## src/rtl/ams_pkg.sv

```systemverilog
// ----------------------------------------------------------------------------
// ams_pkg
// Shared types and codes for the adjacency matrix store.
// ----------------------------------------------------------------------------
package ams_pkg;

   // vertex index and count widths are fixed by the request format
   localparam int unsigned VTX_W = 6;
   localparam int unsigned CNT_W = 7;

   // request kinds
   localparam logic [1:0] KIND_ADD   = 2'd0;
   localparam logic [1:0] KIND_QUERY = 2'd1;
   localparam logic [1:0] KIND_LIST  = 2'd2;
   localparam logic [1:0] KIND_NONE  = 2'd3;

   // response status codes
   localparam logic STAT_OK    = 1'b0;
   localparam logic STAT_RANGE = 1'b1;

   typedef logic [VTX_W-1:0] vertex_type;

   // one response word
   typedef struct packed {
      logic       status;
      logic       adjacent;
      logic       found;
      vertex_type neighbor;
      logic       last;
   } rsp_type;

   // row memory access command
   typedef struct packed {
      logic       rd_en;
      vertex_type rd_addr;
      logic       wr_en;
      vertex_type wr_addr;
   } mem_cmd_type;

endpackage

```

## src/rtl/ams_row_mem.sv

```systemverilog
// ----------------------------------------------------------------------------
// ams_row_mem
// Adjacency row memory: one read and one write port, registered read data.
// Per-row valid flags make every row read as zero after reset.
// ----------------------------------------------------------------------------
module ams_row_mem #(
   parameter int unsigned ROWS  = 64,
   parameter int unsigned ROW_W = 64
) (
   input  logic                 clock,
   input  logic                 reset,
   input  ams_pkg::mem_cmd_type cmd,
   input  logic [ROW_W-1:0]     wr_data,
   output logic [ROW_W-1:0]     rd_data
);
   import ams_pkg::*;

   localparam int unsigned IDX_W = (ROWS > 1) ? $clog2(ROWS) : 1;

   logic [ROW_W-1:0] mem [ROWS];
   logic [ROWS-1:0]  valid_ff;
   logic [ROW_W-1:0] rd_data_ff;
   logic             rd_valid_ff;
   logic [IDX_W-1:0] rd_idx;
   logic [IDX_W-1:0] wr_idx;

   assign rd_idx = cmd.rd_addr[IDX_W-1:0];
   assign wr_idx = cmd.wr_addr[IDX_W-1:0];

   // storage array, read before write on the same row
   always_ff @(posedge clock) begin
      if (cmd.wr_en) begin
         mem[wr_idx] <= wr_data;
      end
      if (cmd.rd_en) begin
         rd_data_ff <= mem[rd_idx];
      end
   end

   // row valid flags, cleared together at reset
   always_ff @(posedge clock) begin
      if (reset) begin
         valid_ff    <= '0;
         rd_valid_ff <= 1'b0;
      end else begin
         if (cmd.wr_en) begin
            valid_ff[wr_idx] <= 1'b1;
         end
         if (cmd.rd_en) begin
            rd_valid_ff <= valid_ff[rd_idx];
         end
      end
   end

   // a row never written reads as empty
   assign rd_data = rd_valid_ff ? rd_data_ff : '0;

endmodule

```

## src/rtl/ams_ctrl.sv

```systemverilog
// ----------------------------------------------------------------------------
// ams_ctrl
// Request sequencer: range check, row read-modify-write for add, row read
// for query, row walk for neighbor listing, and the response register.
// ----------------------------------------------------------------------------
module ams_ctrl #(
   parameter int unsigned ROW_W = 64
) (
   input  logic                  clock,
   input  logic                  reset,
   input  logic [6:0]            eff_count,
   input  logic                  req_valid,
   output logic                  req_ready,
   input  logic [1:0]            req_kind,
   input  ams_pkg::vertex_type   req_a,
   input  ams_pkg::vertex_type   req_b,
   output logic                  rsp_valid,
   input  logic                  rsp_ready,
   output ams_pkg::rsp_type      rsp,
   output ams_pkg::mem_cmd_type  mem_cmd,
   output logic [ROW_W-1:0]      mem_wr_data,
   input  logic [ROW_W-1:0]      mem_rd_data
);
   import ams_pkg::*;

   localparam int unsigned IDX_W = (ROW_W > 1) ? $clog2(ROW_W) : 1;

   localparam logic [2:0] S_IDLE  = 3'd0;
   localparam logic [2:0] S_ROW_A = 3'd1;
   localparam logic [2:0] S_ROW_B = 3'd2;
   localparam logic [2:0] S_RESP  = 3'd3;
   localparam logic [2:0] S_LIST  = 3'd4;

   logic [2:0]       state_ff, state_in;
   logic [1:0]       kind_ff, kind_in;
   vertex_type       a_ff, a_in;
   vertex_type       b_ff, b_in;
   rsp_type          pend_ff, pend_in;
   logic [ROW_W-1:0] scan_ff, scan_in;
   vertex_type       nbr_ff, nbr_in;
   rsp_type          rsp_ff, rsp_in;
   logic             rsp_valid_ff, rsp_valid_in;

   logic             out_free;
   logic             a_oor;
   logic             b_oor;
   logic [ROW_W-1:0] count_mask;
   logic [ROW_W-1:0] row_used;
   logic [ROW_W-1:0] bit_a;
   logic [ROW_W-1:0] bit_b;
   logic             scan_last;

   // response word sent with a plain completion
   localparam rsp_type RSP_DONE = '{status: STAT_OK, adjacent: 1'b0, found: 1'b0,
                                    neighbor: '0, last: 1'b1};

   assign out_free  = ~rsp_valid_ff | rsp_ready;
   assign a_oor     = {1'b0, req_a} >= eff_count;
   assign b_oor     = {1'b0, req_b} >= eff_count;
   assign bit_a     = {{(ROW_W-1){1'b0}}, 1'b1} << a_ff[IDX_W-1:0];
   assign bit_b     = {{(ROW_W-1){1'b0}}, 1'b1} << b_ff[IDX_W-1:0];
   assign row_used  = mem_rd_data & count_mask;
   assign scan_last = ~|scan_ff[ROW_W-1:1];

   // vertices below the count are listed
   always_comb begin
      for (int j = 0; j < ROW_W; j++) begin
         count_mask[j] = 7'(j) < eff_count;
      end
   end

   // sequencer
   always_comb begin
      state_in     = state_ff;
      kind_in      = kind_ff;
      a_in         = a_ff;
      b_in         = b_ff;
      pend_in      = pend_ff;
      scan_in      = scan_ff;
      nbr_in       = nbr_ff;
      rsp_in       = rsp_ff;
      rsp_valid_in = rsp_valid_ff & ~rsp_ready;
      mem_cmd      = '0;
      mem_wr_data  = '0;

      case (state_ff)
         S_IDLE: begin
            if (req_valid) begin
               kind_in = req_kind;
               a_in    = req_a;
               b_in    = req_b;
               if (req_kind == KIND_NONE) begin
                  state_in = S_IDLE;
               end else if (a_oor || (req_kind != KIND_LIST && b_oor)) begin
                  pend_in        = RSP_DONE;
                  pend_in.status = STAT_RANGE;
                  state_in       = S_RESP;
               end else begin
                  mem_cmd.rd_en   = 1'b1;
                  mem_cmd.rd_addr = req_a;
                  state_in        = S_ROW_A;
               end
            end
         end

         S_ROW_A: begin
            case (kind_ff)
               KIND_ADD: begin
                  // set bit b in row a, fetch row b
                  mem_cmd.wr_en   = 1'b1;
                  mem_cmd.wr_addr = a_ff;
                  mem_wr_data     = mem_rd_data | bit_b;
                  mem_cmd.rd_en   = 1'b1;
                  mem_cmd.rd_addr = b_ff;
                  state_in        = S_ROW_B;
               end
               KIND_QUERY: begin
                  pend_in          = RSP_DONE;
                  pend_in.adjacent = mem_rd_data[b_ff[IDX_W-1:0]];
                  state_in         = S_RESP;
               end
               KIND_LIST: begin
                  if (row_used == '0) begin
                     pend_in  = RSP_DONE;
                     state_in = S_RESP;
                  end else begin
                     scan_in  = row_used;
                     nbr_in   = '0;
                     state_in = S_LIST;
                  end
               end
               default: begin
                  state_in = S_IDLE;
               end
            endcase
         end

         S_ROW_B: begin
            // set bit a in row b; a self loop rewrites the same value
            mem_cmd.wr_en   = 1'b1;
            mem_cmd.wr_addr = b_ff;
            mem_wr_data     = mem_rd_data | bit_a;
            pend_in         = RSP_DONE;
            state_in        = S_RESP;
         end

         S_RESP: begin
            if (out_free) begin
               rsp_in       = pend_ff;
               rsp_valid_in = 1'b1;
               state_in     = S_IDLE;
            end
         end

         S_LIST: begin
            // one row position per cycle, stall while a word waits
            if (scan_ff[0]) begin
               if (out_free) begin
                  rsp_in          = RSP_DONE;
                  rsp_in.found    = 1'b1;
                  rsp_in.neighbor = nbr_ff;
                  rsp_in.last     = scan_last;
                  rsp_valid_in    = 1'b1;
                  scan_in         = scan_ff >> 1;
                  nbr_in          = nbr_ff + 6'd1;
                  if (scan_last) begin
                     state_in = S_IDLE;
                  end
               end
            end else begin
               scan_in = scan_ff >> 1;
               nbr_in  = nbr_ff + 6'd1;
            end
         end

         default: begin
            state_in = S_IDLE;
         end
      endcase
   end

   // control registers
   always_ff @(posedge clock) begin
      if (reset) begin
         state_ff     <= S_IDLE;
         rsp_valid_ff <= 1'b0;
      end else begin
         state_ff     <= state_in;
         rsp_valid_ff <= rsp_valid_in;
      end
   end

   // payload registers
   always_ff @(posedge clock) begin
      kind_ff <= kind_in;
      a_ff    <= a_in;
      b_ff    <= b_in;
      pend_ff <= pend_in;
      scan_ff <= scan_in;
      nbr_ff  <= nbr_in;
      rsp_ff  <= rsp_in;
   end

   assign req_ready = (state_ff == S_IDLE);
   assign rsp_valid = rsp_valid_ff;
   assign rsp       = rsp_ff;

endmodule

```

## src/rtl/adjacency_matrix_store.sv

```systemverilog
// ----------------------------------------------------------------------------
// adjacency_matrix_store
// Undirected graph kept as a square bit matrix of vertex adjacency; handles
// add edge, adjacency query and ascending neighbor listing.
//
//   channel  dir  handshake            contents
//   req      in   req_tvalid/tready    tuser: kind; tdata: vertex_a, vertex_b
//   rsp      out  rsp_tvalid/tready    tdata: status, adjacent, found,
//                                      neighbor; tlast: last word of request
//   csr      in   csr_we               vertex_count
//
// One request at a time. Out-of-range requests skip the row memory; a query
// reads one row; add edge does two row read-modify-writes through the one read
// port of the row memory. List fetches the row, then walks it one row position
// per cycle while no response word waits, up to and including the highest
// neighbor; a row with no neighbors in range ends after the row fetch.
// Reset clears all rows at once through per-row valid flags; no clear pass.
// A stalled response holds the sequencer; a waiting word does not block
// acceptance of the next request.
// ----------------------------------------------------------------------------
module adjacency_matrix_store #(
   parameter int unsigned MAX_VERTICES = 64
) (
   input  logic        clock,
   input  logic        reset,
   // request channel
   input  logic        req_tvalid,
   output logic        req_tready,
   input  logic [15:0] req_tdata,   // [5:0] vertex_a, [11:6] vertex_b, rest zero
   input  logic [1:0]  req_tuser,   // [1:0] req_type
   // response channel
   output logic        rsp_tvalid,
   input  logic        rsp_tready,
   output logic [15:0] rsp_tdata,   // [0] status, [1] adjacent, [2] found,
                                    // [8:3] neighbor, rest zero
   output logic        rsp_tlast,
   // configuration
   input  logic        csr_we,
   input  logic [6:0]  csr_wdata
);
   import ams_pkg::*;

   logic [CNT_W-1:0]        count_ff;
   logic [CNT_W-1:0]        eff_count;
   mem_cmd_type             mem_cmd;
   logic [MAX_VERTICES-1:0] mem_wr_data;
   logic [MAX_VERTICES-1:0] mem_rd_data;
   rsp_type                 rsp;

   // vertex count register
   always_ff @(posedge clock) begin
      if (reset) begin
         count_ff <= 7'd64;
      end else if (csr_we) begin
         count_ff <= csr_wdata;
      end
   end

   // counts above the matrix size act as the matrix size
   assign eff_count = (count_ff > CNT_W'(MAX_VERTICES)) ? CNT_W'(MAX_VERTICES) : count_ff;

   ams_ctrl #(
      .ROW_W (MAX_VERTICES)
   ) u_ctrl (
      .clock       (clock),
      .reset       (reset),
      .eff_count   (eff_count),
      .req_valid   (req_tvalid),
      .req_ready   (req_tready),
      .req_kind    (req_tuser),
      .req_a       (req_tdata[5:0]),
      .req_b       (req_tdata[11:6]),
      .rsp_valid   (rsp_tvalid),
      .rsp_ready   (rsp_tready),
      .rsp         (rsp),
      .mem_cmd     (mem_cmd),
      .mem_wr_data (mem_wr_data),
      .mem_rd_data (mem_rd_data)
   );

   ams_row_mem #(
      .ROWS  (MAX_VERTICES),
      .ROW_W (MAX_VERTICES)
   ) u_row_mem (
      .clock   (clock),
      .reset   (reset),
      .cmd     (mem_cmd),
      .wr_data (mem_wr_data),
      .rd_data (mem_rd_data)
   );

   // response word packing
   assign rsp_tdata = {7'd0, rsp.neighbor, rsp.found, rsp.adjacent, rsp.status};
   assign rsp_tlast = rsp.last;

endmodule

```

## config.mk

```make
export PLATFORM = sky130hd
export DESIGN_NAME = adjacency_matrix_store
export DESIGN_NICKNAME = d
export VERILOG_FILES = /design/src/rtl/ams_pkg.sv /design/src/rtl/ams_row_mem.sv /design/src/rtl/ams_ctrl.sv /design/src/rtl/adjacency_matrix_store.sv
export SDC_FILE = /design/constraint.sdc
export NUM_CORES = 2
export LEC_CHECK = 0
export ABC_CLOCK_PERIOD_IN_PS = 23000
export BUFFER_PORTS_ARGS = -buffer_cell sky130_fd_sc_hd__buf_2
export CAP_MARGIN = 20
export CORE_MARGIN = 2
export CORE_UTILIZATION = 40
export CTS_BUF_LIST = sky130_fd_sc_hd__clkbuf_4
export DETAILED_ROUTE_END_ITERATION = 7
export PLACE_DENSITY = 0.65
export SYNTH_ARGS = -nofsm -noshare
export SYNTH_HDL_FRONTEND = slang
export SYNTH_HIERARCHICAL = 1
export SYNTH_SLANG_ARGS = --single-unit
export TNS_END_PERCENT = 20
```

## constraint.sdc

```tcl
create_clock -name clock -period 23 [get_ports clock]
set_input_delay 2.3 -clock clock [delete_from_list [all_inputs] [get_ports clock]]
set_output_delay 2.3 -clock clock [all_outputs]
set_load 0.02 [all_outputs]
```

==> impl_results.md <==
- Synthesis-to-layout area growth: 13.6%
- Max-cap violation count: 0
- #FFs+latches synth: 4332
- Setup CP Type: reg2reg
- Clock power frac: 37.9%
- Post-synthesis xor/xnor area fraction: 0.0209%
- Multiplexer area fraction after synthesis: 18.6%
- CTS tree: done
- Synth Area in Compound Gates: 1.22%
- Pre-CTS setup slack: 12.30 ns
- Lkg Pwr: 50.4 nW
- Int Pwr: 12.8 mW
- Seq pwr share: 52.1%
- Status: finished clean
- # rows: 237
- Top cell type's share of synthesized area: 76.3%
- Hold_ws: 0.469 ns
- Final instance area: 190000 um^2
- Register area: 129000 um^2
- Placer Congestion: 0.937
- Slew margin rel.: 19.3%
- List of most frequent post-synthesis cells: edfxtp_1, mux4_2, clkbuf_1, nor2_1, nand2_1
- Initial antenna violation count: 10
- Num CTS Buffers: 1172
- Worst skew pair latency: 1.73 ns
- Die area: 424000 um^2
- Setup_tns: 0 ns
- Global-route wire length before repair: 652000 um
- Clock skew: 0.269 ns
- Post-synth EDFFs: 4256
- Synth top area cells: edfxtp_1, mux4_2, dfxtp_1, clkbuf_1, nor2_1
- Filler cells: 34600
- Layout Cells excl Fill: 14400
- Via count: 85200
- FMAX: 104 MHz
- Final worst-path cycle share: 41.9%
- Nets@finish: 8232
- Grt ovf: 0
- Hold Vio Cnt, Final: 0
- Sequential share of the synthesized area: 77.2%
- WL final: 468000 um
- Mapped Area: 168000 um^2
- Postcts setup bufs: 0
- Asr flop ratio synth: 0%
- Initial core utilization: 40.2%
- HPWL after DPL: 246000 um
- Multi-input gate area: 37900 um^2
- Comb pwr share: 10.0%
- Worst Path Required: 24.27 ns
- # IOs: 49
- Setup violations, final: 0
- Port Buffers: 37
- Simple-Gate Fraction of Synth Area: 1.76%
- Routed vias/inst: 5.92
- Remaining antenna violation count: 0
- Clk slew on worst S/H paths: 0.06 ns
- CP arrival: 10.91 ns
- Setup crit end kind: register
- Largest family of logic cells by synthesized area: multiplexers
- Core area: 417000 um^2
- Synth area leader: edfxtp_1
- Synth unique cells: 70
- Synth Area in Adders: 0.109%
- Initial detailed-routing violation count: 12100
- Switch share: 24.0%
- Share of post-route cells with drive strength above 1: 40.0%
- Post-route DRC: 0
- Max IR drop VDD: 54.1 uV
- PD cells: 88.4 nW/um^2
- CTS sink count: 4332
- Die Y: 651 um
- CTS max path bufs: 5
- Fin util: 45.7%
- Vias in the first global route: 87100
- Post-place instance area: 177000 um^2
- Die Wd: 651 um
- Total Power: 16.8 mW
- H-tree Lvls: 7
- NetSw: 4.04 mW
- Critical path startpoint category: register
- Hold Path Class: reg2reg
- Hold-fix buffers at CTS: 0
- Synth Warn #: 6
- Largest net degree at the start of global routing: 155
- Worst setup margin: 13.36 ns
- Cells after synthesis: 7090
- DRT Pass-1 Iters: 5
- RSZ-0062 raised after global routing: no
- Average wire per standard cell: 32.5 um
- Main synth FF type: edfxtp_1
- DP Cell Count: 12500
- Synth Area per Inst: 23.6 um^2
- Post-CTS Resized: 0
- Slew Viols, Final: 0
- Crit Path Max Fanout: 65
- Tmin final: 9.64 ns
- Worst-margin pin slew: 1.21 ns
- Most frequent cell after synthesis: edfxtp_1
- CTS Root Cell: clkbuf_4
- Overall routing resource usage: 22.1%
==> cell type report <==
type	instances	share of cell area (%)
sequential	4332	67.9
antenna	13	0.0171
timing repair buffer	316	1.34
clock buffer	1631	6.43
multi-input combinational	2349	19.9
tap	5497	3.61
inverter	18	0.0355
clock inverter	238	0.682
==> final timing paths <==
check,start,to,slack [ns],cells past startpoint
worst min-delay path,u_row_mem/valid_ff[7]$_SDFFE_PP0P_,u_row_mem/valid_ff[7]$_SDFFE_PP0P_,0.47,2
worst max register to register,count_ff[6]$_SDFFE_PP1P_,u_row_mem/rd_data_ff[60]$_DFFE_PP_,13.36,18
worst min register to register,u_row_mem/valid_ff[7]$_SDFFE_PP0P_,u_row_mem/valid_ff[7]$_SDFFE_PP0P_,0.47,2
worst max-delay path,count_ff[6]$_SDFFE_PP1P_,u_row_mem/rd_data_ff[60]$_DFFE_PP_,13.36,18
==> registers in the layout, indices dropped and copies added, names as in the netlist <==
signal	cells
u_ctrl/b_ff	6
u_ctrl/scan_ff	64
u_ctrl/rsp	10
u_row_mem/rd_data_ff	64
u_row_mem/mem	4096
u_row_mem/valid_ff	64
u_ctrl/a_ff	6
u_ctrl/state_ff	3
u_ctrl/rsp_valid	1
u_ctrl/nbr_ff	6
u_ctrl/pend_ff	2
count_ff	7
u_ctrl/kind_ff	2
u_row_mem/rd_valid_ff	1
==> cells in the final DEF, fill, tap and decap left out, drive strengths merged, types with 20 or more instances in the layout <==
master / Yosys / final
clkbuf: 247 / 1631
edfxtp: 4256 / 4256
dfxtp: 76 / 76
inv: 18 / 43
nand3: 27 / 27
nor2b: 21 / 21
nand2: 136 / 136
buf: 150 / 316
nor2: 230 / 230
mux4: 1377 / 1377
a21oi: 59 / 59
and2: 74 / 74
o21ai: 106 / 106
nand2b: 20 / 20
o22ai: 39 / 39
clkinv: 0 / 194
nor4: 23 / 23
o221ai: 30 / 30
a22o: 20 / 20
==> routing by layer <==
metal  track usage (%)  vias to the layer above  share of wire (%)
met5                 0                        -             0.0028
met4              10.3                        2                4.0
met3              5.15                      944                 10
met2              35.0                     5150                 49
met1              29.0                    45700                 37
li1                  -                    33400                  -
==> worst max-delay path, stage by stage (launching register included) <==
cell	delay (ns)
dfxtp_1	0.31
buf_4	0.36
and2b_1	0.24
buf_4	0.20
inv_1	0.45
ha_1	0.34
and3_1	0.17
a221oi_1	0.35
o21ai_0	0.18
o21ai_0	0.30
and4_1	0.53
a22o_4	0.78
buf_4	0.91
buf_4	0.74
buf_4	0.82
buf_4	0.82
mux4_2	0.48
mux4_2	0.52
mux4_2	0.49
==> power groups by stage <==
stage          clock [mW]  sequential [mW]  combinational (mW)
2_1_floorplan           0             8.90                1.16
3_3_place_gp            0             8.94                1.68
3_5_place_dp            0             8.94                1.69
4_1_cts              6.53             8.77                1.69
5_1_grt              6.93             8.77                1.77
6_report             6.38             8.78                1.68
==> cell families (layout without fill, tap and decap cells) <==
logic type               after synthesis  after routing
multiplexers                        1391           1391
flip-flops                          4332           4332
other                                  1             20
adder cells (fa/ha/maj)               15             15
AND/OR/NAND/NOR                      615            615
XOR/XNOR                               4              4
AO/OA/AOI/OAI                        317            317
buffers and inverters                415           2203
Power figures use the tool's default switching activity.
